File: src/design/mae_pkg.sv
// Shared types, codes and the microcode ROM of the matrix arithmetic engine.
// Used by the sequencer, the datapath, the top level and the port checker.
package mae_pkg;

  localparam int DATA_W = 32;
  localparam int IDX_W  = 4;
  localparam int DIM_W  = 5;

  typedef enum logic [1:0] {
    OP_TRANSPOSE = 2'd0,
    OP_ADD       = 2'd1,
    OP_SUB       = 2'd2,
    OP_MUL       = 2'd3
  } op_e;

  typedef enum logic [1:0] {
    KIND_LOAD_A = 2'd0,
    KIND_LOAD_B = 2'd1,
    KIND_READ   = 2'd2
  } kind_e;

  typedef enum logic [1:0] {
    CFG_OPERATION = 2'd0,
    CFG_ROWS_A    = 2'd1,
    CFG_COLS_A    = 2'd2,
    CFG_COLS_B    = 2'd3
  } cfg_idx_e;

  typedef struct packed {
    logic [1:0]              kind;
    logic [IDX_W-1:0]        row;
    logic [IDX_W-1:0]        col;
    logic signed [DATA_W-1:0] value;
  } in_item_t;

  typedef struct packed {
    logic signed [DATA_W-1:0] result_value;
    logic                     out_of_shape;
  } out_item_t;

  typedef enum logic [3:0] {
    U_IDLE, U_LDA, U_LDB, U_TR_RD, U_TR_RES, U_ADD_RD, U_ADD_RES, U_SUB_RD, U_SUB_RES,
    U_MUL_LOOP, U_MUL_D1, U_MUL_D2, U_MUL_RND, U_OOS, U_EMIT
  } upc_e;

  typedef enum logic [1:0] {RD_NONE, RD_TRANS, RD_ELEM, RD_MAC} rd_sel_e;

  typedef enum logic [2:0] {
    RES_HOLD, RES_ELEM_A, RES_ADD, RES_SUB, RES_ROUND, RES_OOS
  } res_sel_e;

  typedef enum logic [1:0] {J_GOTO, J_LOOP, J_DISPATCH, J_EMIT} jump_e;

  typedef struct packed {
    rd_sel_e  rd_sel;
    res_sel_e res_sel;
    jump_e    jump;
    upc_e     target;
    logic     wr_a;
    logic     wr_b;
    logic     clr;
    logic     emit;
  } ctl_t;

  typedef struct packed {
    ctl_t             ctl;
    logic             take;
    logic [DIM_W-1:0] k;
  } seq_out_t;

  function automatic ctl_t rom(upc_e addr);
    ctl_t w;
    w = '{rd_sel: RD_NONE, res_sel: RES_HOLD, jump: J_GOTO, target: U_IDLE,
          wr_a: 1'b0, wr_b: 1'b0, clr: 1'b0, emit: 1'b0};
    case (addr)
      U_IDLE: begin
        w.jump = J_DISPATCH;
        w.clr  = 1'b1;
      end
      U_LDA:     w.wr_a = 1'b1;
      U_LDB:     w.wr_b = 1'b1;
      U_TR_RD: begin
        w.rd_sel = RD_TRANS;
        w.target = U_TR_RES;
      end
      U_TR_RES: begin
        w.res_sel = RES_ELEM_A;
        w.target  = U_EMIT;
      end
      U_ADD_RD: begin
        w.rd_sel = RD_ELEM;
        w.target = U_ADD_RES;
      end
      U_ADD_RES: begin
        w.res_sel = RES_ADD;
        w.target  = U_EMIT;
      end
      U_SUB_RD: begin
        w.rd_sel = RD_ELEM;
        w.target = U_SUB_RES;
      end
      U_SUB_RES: begin
        w.res_sel = RES_SUB;
        w.target  = U_EMIT;
      end
      U_MUL_LOOP: begin
        w.rd_sel = RD_MAC;
        w.jump   = J_LOOP;
        w.target = U_MUL_D1;
      end
      U_MUL_D1:  w.target = U_MUL_D2;
      U_MUL_D2:  w.target = U_MUL_RND;
      U_MUL_RND: begin
        w.res_sel = RES_ROUND;
        w.target  = U_EMIT;
      end
      U_OOS: begin
        w.res_sel = RES_OOS;
        w.target  = U_EMIT;
      end
      U_EMIT: begin
        w.jump = J_EMIT;
        w.emit = 1'b1;
      end
      default: w.target = U_IDLE;
    endcase
    return w;
  endfunction

endpackage

File: src/design/mae_seq.sv
// Microcode sequencer: step counter, dispatch on accepted items and loop counter.
// Reads its control words from the ROM in mae_pkg.
module mae_seq #(
  parameter int MAX_DIM = 16
) (
  input  logic                        clk_i,
  input  logic                        rst_ni,
  input  logic                        in_valid_i,
  input  mae_pkg::in_item_t           in_item_i,
  input  mae_pkg::op_e                op_i,
  input  logic [mae_pkg::DIM_W-1:0]   rows_a_i,
  input  logic [mae_pkg::DIM_W-1:0]   cols_a_i,
  input  logic [mae_pkg::DIM_W-1:0]   cols_b_i,
  input  logic                        out_free_i,
  output logic                        in_stall_o,
  output mae_pkg::seq_out_t           seq_o
);

  mae_pkg::upc_e upc_q, upc_d, disp;
  mae_pkg::ctl_t ctl;
  logic [mae_pkg::DIM_W-1:0] k_q, k_d;
  logic [mae_pkg::DIM_W-1:0] ra, ca, cb, r, c, br, bc;
  logic take, k_last;

  always_comb begin
    ra = (int'(rows_a_i) > MAX_DIM) ? mae_pkg::DIM_W'(MAX_DIM) : rows_a_i;
    ca = (int'(cols_a_i) > MAX_DIM) ? mae_pkg::DIM_W'(MAX_DIM) : cols_a_i;
    cb = (int'(cols_b_i) > MAX_DIM) ? mae_pkg::DIM_W'(MAX_DIM) : cols_b_i;
    r  = {1'b0, in_item_i.row};
    c  = {1'b0, in_item_i.col};
    br = (op_i == mae_pkg::OP_MUL) ? ca : ra;
    bc = (op_i == mae_pkg::OP_MUL) ? cb : ca;
  end

  always_comb begin
    ctl        = mae_pkg::rom(upc_q);
    in_stall_o = (upc_q != mae_pkg::U_IDLE);
    take       = in_valid_i && (upc_q == mae_pkg::U_IDLE);
    seq_o.ctl  = ctl;
    seq_o.take = take;
    seq_o.k    = k_q;
  end

  always_comb begin
    disp = mae_pkg::U_IDLE;
    case (in_item_i.kind)
      mae_pkg::KIND_LOAD_A: begin
        if (r < ra && c < ca) disp = mae_pkg::U_LDA;
      end
      mae_pkg::KIND_LOAD_B: begin
        if (r < br && c < bc) disp = mae_pkg::U_LDB;
      end
      mae_pkg::KIND_READ: begin
        disp = mae_pkg::U_OOS;
        case (op_i)
          mae_pkg::OP_TRANSPOSE: begin
            if (r < ca && c < ra) disp = mae_pkg::U_TR_RD;
          end
          mae_pkg::OP_ADD: begin
            if (r < ra && c < ca) disp = mae_pkg::U_ADD_RD;
          end
          mae_pkg::OP_SUB: begin
            if (r < ra && c < ca) disp = mae_pkg::U_SUB_RD;
          end
          mae_pkg::OP_MUL: begin
            if (r < ra && c < cb) begin
              disp = (ca == '0) ? mae_pkg::U_MUL_D1 : mae_pkg::U_MUL_LOOP;
            end
          end
          default: disp = mae_pkg::U_OOS;
        endcase
      end
      default: disp = mae_pkg::U_IDLE;
    endcase
  end

  always_comb begin
    k_last = (k_q == ca - mae_pkg::DIM_W'(1));
    case (ctl.jump)
      mae_pkg::J_GOTO:     upc_d = ctl.target;
      mae_pkg::J_LOOP:     upc_d = k_last ? ctl.target : upc_q;
      mae_pkg::J_DISPATCH: upc_d = take ? disp : upc_q;
      mae_pkg::J_EMIT:     upc_d = out_free_i ? ctl.target : upc_q;
      default:             upc_d = mae_pkg::U_IDLE;
    endcase
  end

  always_comb begin
    k_d = k_q;
    if (ctl.clr) begin
      k_d = '0;
    end else if (ctl.rd_sel == mae_pkg::RD_MAC) begin
      k_d = k_q + mae_pkg::DIM_W'(1);
    end
  end

  always_ff @(posedge clk_i or negedge rst_ni) begin
    if (!rst_ni) begin
      upc_q <= mae_pkg::U_IDLE;
      k_q   <= '0;
    end else begin
      upc_q <= upc_d;
      k_q   <= k_d;
    end
  end

endmodule

File: config.mk
export PLATFORM = sky130hd
export DESIGN_NAME = mae_seq
export DESIGN_NICKNAME = d
export VERILOG_FILES = /design/src/design/mae_pkg.sv /design/src/design/mae_seq.sv
export SDC_FILE = /design/constraint.sdc
export NUM_CORES = 1
export LEC_CHECK = 0
export ABC_AREA = 1
export BUFFER_PORTS_ARGS = -buffer_cell sky130_fd_sc_hd__clkbuf_2
export CAP_MARGIN = 20
export CORE_MARGIN = 2
export CORE_UTILIZATION = 45
export DETAILED_ROUTE_END_ITERATION = 12
export MAX_ROUTING_LAYER = met4
export PLACE_DENSITY = 0.81
export SLEW_MARGIN = 10
export SYNTH_ARGS = -nofsm -noshare
export SYNTH_HDL_FRONTEND = slang
export SYNTH_SLANG_ARGS = --single-unit
File: constraint.sdc
create_clock -name clk_i -period 2.1 [get_ports clk_i]
set_input_delay 0.21 -clock clk_i [delete_from_list [all_inputs] [get_ports clk_i]]
set_output_delay 0.21 -clock clk_i [all_outputs]
set_load 0.005 [all_outputs]
After elaboration in Yosys (flattened, before gate mapping)
Index checks and enable logic that the tools add are counted. Widths: inputs -> output; s select.

Logic and storage cells: 84. Output and inout port bits: 22. Input port bits: 63. Register bits: 9.

Reductions and logical operators: 15. Muxes and demuxes: 28. $add $sub $neg: 2. Equality and inequality tests: 27. Magnitude comparators: 10.

Operators with widths (number): $lt 4x5->1 (7); $mux 5 (7); $pmux 4 s4 (2); $eq 4x4->1 const B (7); $pmux 4 s7 (1); $mux 4 (6); $eq 4x3->1 const B (4); $gt 5x5->1 const B (3); $pmux 3 s5 (1); $eq 2x2->1 const B (6); $pmux 2 s3 (2); $pmux 4 s3 (1); $eq 4x2->1 const B (2); $eq 2x1->1 const B (3); $logic_not 2->1 (3); $ne 2x2->1 const B (3); $add 5x1->5 const B (1); $eq 5x5->1 (1); $logic_and 1x1->1 (5); $logic_not 5->1 (1); $mux 1 (5); $reduce_or 5->1 (1); $sub 5x1->5 const B (1); $eq 4x1->1 const B (1); other kinds (7) (8).

Depth between registers and ports, before layout
Depth in word-level cells: 9. Depth in mapped cells: 16.

Worst setup path after synthesis
No wires, ideal clock.

Kind: input-to-reg. Start: in rows_a_i[2] (netlist bit). End: reg upc_q[0]. Arrival time: 1.695 ns. Library setup time: 0.121 ns. Cell stages on the path: 13. Slack: 0.284 ns. Buffers on the path: 0. Cells stage by stage: nor2_1 nand2_1 nand2_1 nand2_1 ha_1 a21oi_1 o21ai_0 a21oi_1 nand3_1 o21ai_0 a21oi_1 o21bai_1 nand2_1.

Cells in the longest elaborated chain, start to end: 9.

RTL lines: from (decl) (RTL line mae_seq.sv:11) `input logic [mae_pkg::DIM_W-1:0] rows_a_i,`; $gt 5x5->1 (RTL line mae_seq.sv:26) `ra = (int'(rows_a_i) > MAX_DIM) ? mae_pkg::DIM_W'(MAX_DIM) : rows_a_i;`; $mux 5 * (RTL line mae_seq.sv:26); $lt 4x5->1 * (RTL line mae_seq.sv:48, mae_seq.sv:66); $logic_and 1x1->1 (RTL line mae_seq.sv:66) `if (r < ra && c < cb) begin`; $mux 3 (RTL line mae_seq.sv:66); $pmux 4 s4 (RTL line mae_seq.sv:55) `case (op_i)`; $pmux 4 s3 * (RTL line mae_seq.sv:46) `case (in_item_i.kind)`; $mux 4 * (RTL line mae_seq.sv:82) `mae_pkg::J_DISPATCH: upc_d = take ? disp : upc_q;`; $pmux 4 s4 * (RTL line mae_seq.sv:79) `case (ctl.jump)`; to (signal assigned) (RTL line mae_seq.sv:99) `upc_q <= mae_pkg::U_IDLE;`; to (signal assigned) (RTL line mae_seq.sv:102) `upc_q <= upc_d;`; to (decl) (RTL line mae_seq.sv:19) `mae_pkg::upc_e upc_q, upc_d, disp;`.

Mark *: on every way between the ends. The rest lies on a longest branch, timed or not. The select of a mux whose other input is x is not followed. A chain may end at the register's enable or synchronous reset.

Worst setup path in the final report
Start: in rows_a_i[2] (netlist bit). End: reg upc_q[1].

Cells in the longest elaborated chain, start to end: 9.

RTL lines (RTL line): $gt 5x5->1 (mae_seq.sv:26); $mux 5 * (mae_seq.sv:26); $lt 4x5->1 (tied with other cells) (mae_seq.sv:63, mae_seq.sv:66); $logic_and 1x1->1 (tied with other cells) (mae_seq.sv:66); $mux 3 (tied with other cells) (mae_seq.sv:66); $pmux 4 s4 or $mux 2 (tied branches) (mae_seq.sv:55, mae_seq.sv:51); $pmux 4 s3 * (mae_seq.sv:46); $mux 4 * (mae_seq.sv:82); $pmux 4 s4 * (mae_seq.sv:79).

Marked as above.

==> results by group <==
STA
  • Setup_tns: 0 ns
  • Fmax: 0.551 GHz
  • Least-Margin Pin Slew: 0.268 ns
  • Hold Vio Cnt, Final: 0
  • Fin crit share: 86.4%
  • Max_slew headroom: 82.1%
  • Max Slew Vio Count: 0
  • RSZ-0062 raised after global routing: false
  • Final setup margin: 0.286 ns
  • Min cycle time layout: 1.81 ns
  • Clock Skew: 0.00579 ns
  • Final setup violation count: 0

Critical path
  • Critical Path Sink Type: flip-flop
  • CP Launch Type: input pin
  • Data required, critical path: 2.26 ns
  • Worst Setup SP: rows_a_i[2]
  • CP max FO: 3
  • Critical path class: input pin to flip-flop
  • Critical path data arrival time: 1.97 ns
  • Reg2reg start: upc_q[0]$_DFFE_PN0P_

Floorplanning
  • I/O Pins: 85
  • Starting Density: between 40% and 50%
  • Die Width: about 65 um
  • Die area: 4220 um^2
  • Die height: 65.0 um
  • Core ar.: about 3600 um^2
  • Row count: 22

GRT
  • Largest net degree at the start of global routing: 13
  • Vias in the first global route: between 1.5k and 2k
  • Wire length of the first global-routing pass: 7800 um
  • Initial antenna violation count: 0
  • GR Util All Layers: 23.4%
  • Grt ovf: 0

Cells and area
  • Nets: roughly 450
  • Layout fillers: around 360
  • Area grow syn2layout: 29.6%
  • Final Cell Area: 2170 um^2
  • Ant diodes: 0
  • Layout cells sized above 1: 24.3%

Synthesis
  • Synthesized net count: 373
  • Post-synth cell types: 27
  • Synth top area cells: ha_1 18%, nand2_1 16%, dfrtp_1 13%
  • Sequential fraction of the synthesis area: approximately 13%
  • Synthesized area per cell: 5.85 um^2
  • Cells after Synth: 286
  • FF+latch count, synth: 9
  • Syn Std Cell Area: 1670 um^2
  • Post-synth top area cell: ha_1
  • Yosys warns: 0
  • Synth top area share: 17.9%

Clocking
  • CTS max path bufs: 2
  • CTS buffer count: 3
  • Clock Pin Slew Worst Setup and Hold Paths: 0.04 ns
  • Clock Sinks: 9
  • H-tree depth: 1
  • Root Buffer: clkbuf_8
  • CTS tree: done
  • Post-CTS Setup Bufs: 0
  • Skew-Pair Late Insertion Delay: 0.23 ns

Power
  • Pwr/cell area: approximately 650 nW/um^2
  • P_leak: roughly 0.0012 uW
  • Power Total: approximately 1400 uW
  • Worst VDD drop: a little under 300 uV

Placement
  • Placer congestion estimate: approximately 0.87
  • Dpl hpwl: between 3000 and 4000 um
  • PortBufs: 52
  • Placed cell area: between 2000 and 2500 um^2
  • DP Worst Slack: -0.0183 ns

Route
  • Drt total wl: 4380 um
  • Via count: 2053
  • WL met2: 2010 um
  • DRC: 0
  • Routed wire length on met3: between 150 and 200 um
  • WL met1: between 2000 and 2500 um
  • DR top layer: met4
  • Pre-antenna DRT Iters: 4
  • Avg Vias per Cell: 5.06
  • Detail Route Antenna Nets: 0
  • Drt initial violations: 143
  • WL/cell: 10.8 um

Hold path
  • Hold path startpoint: out_free_i
  • Hold WC Path Type: input pin to flip-flop

Job
  • Max-cap check violation count: 0

Outcome
  • Outcome: finished, final reports clean
[per-stage QoR]
stage	cells	utilization, %	hold WS [ns]
final	406	60.2	0.252
after CTS	406	60.1	0.252
after global placement	401	58.5	0.0705
after floorplan	286	-	-0.0856
after detailed placement	401	58.5	0.0753
after global routing	406	60.2	0.261
[where the power goes]
part	switching [uW]	internal, uW
logic	531	387
registers	74.4	227
clock network	68.0	132
[layout by cell type, fill, tap and decap left out, types with 2 or more instances in the layout]
cell type / instances
a21boi_1: 2
a21oi_1: 20
buf_4: 17
clkbuf_2: 52
clkbuf_8: 3
dfrtp_1: 9
ha_1: 24
inv_1: 45
inv_2: 2
nand2_1: 71
nand2_2: 8
nand3_1: 24
nand3_2: 2
nand4_1: 2
nor2_1: 37
nor3_1: 3
o21ai_0: 20
o21ai_1: 2
o22ai_1: 2
xor2_1: 2
[cell families (layout without fill, tap and decap cells)]
group,after synthesis,after routing,synth area share (%)
buf+inv,49,121,11.2
flops,9,9,13.5
xor+xnor,3,3,2.39
fa+ha+maj,24,24,17.9
compound gates,52,52,16.7
simple gates,149,149,38.3
[Yosys cell counts, drive strengths merged]
library cell and count:
a21boi 2, a21oi 21, a31oi 1, a41oi 1, buf 1, clkbuf 1
dfrtp 9, ha 24, inv 47, nand2 79, nand3 26, nand4 2
nor2 39, nor3 3, o211ai 1, o21ai 22, o21bai 1, o22ai 2
o31ai 1, xnor3 1, xor2 2
[worst max-delay path: stages]
cell	delay, ns
clkbuf_2	0.09
nor2_1	0.09
nand2_1	0.05
nand2_1	0.09
nand2_1	0.09
buf_4	0.15
o21ai_0	0.16
inv_1	0.07
ha_1	0.29
inv_1	0.06
nor2_1	0.04
o21ai_0	0.22
nand4_1	0.12
nand2_1	0.08
nand2_1	0.04
a21oi_1	0.11
[metal layers]
metal / up-vias / track usage (%)
li1: 1080 / -
met1: 910 / 28.9
met2: 55 / 40.5
met3: 8 / 2.26
met4: 0 / 7.18
met5: - / -
[timing repair]
action / 4_1_cts / 5_1_grt
endpoints found under the setup margin: 0 / 4
hold buffers: 1 / 0
gates resized for setup: 0 / 1
endpoints found under the hold margin: 9 / 0
[layout make-up]
cell class	instances	area, um^2	share of cell area [%]
repair buffers	70	398	18.3
multi-input cells	228	1260	58.3
inverters	47	176	8.13
clock buffers	4	45.0	2.08
flip-flops and latches	9	225	10.4
well taps	48	60.1	2.77
[final timing paths]
| kind | to | slack (ns) | cells after the start |
|---|---|---|---|
| worst max-delay path | upc_q[1]$_DFFE_PN0P_ | 0.29 | 16 |
| worst min-delay path | upc_q[2]$_DFFE_PN0P_ | 0.25 | 4 |
| worst max register to register | k_q[4]$_DFFE_PN0P_ | 0.39 | 9 |
| worst min register to register | k_q[4]$_DFFE_PN0P_ | 0.60 | 2 |
| max in group asynchronous | upc_q[3]$_DFFE_PN0P_ | 1.54 | 2 |
| min in group asynchronous | k_q[4]$_DFFE_PN0P_ | 0.36 | 2 |
[sequential cells by signal, summed over array words and instances (netlist names)]
signal / flops
k_q: 5
upc_q: 4
(Power assumes the default switching activity.)
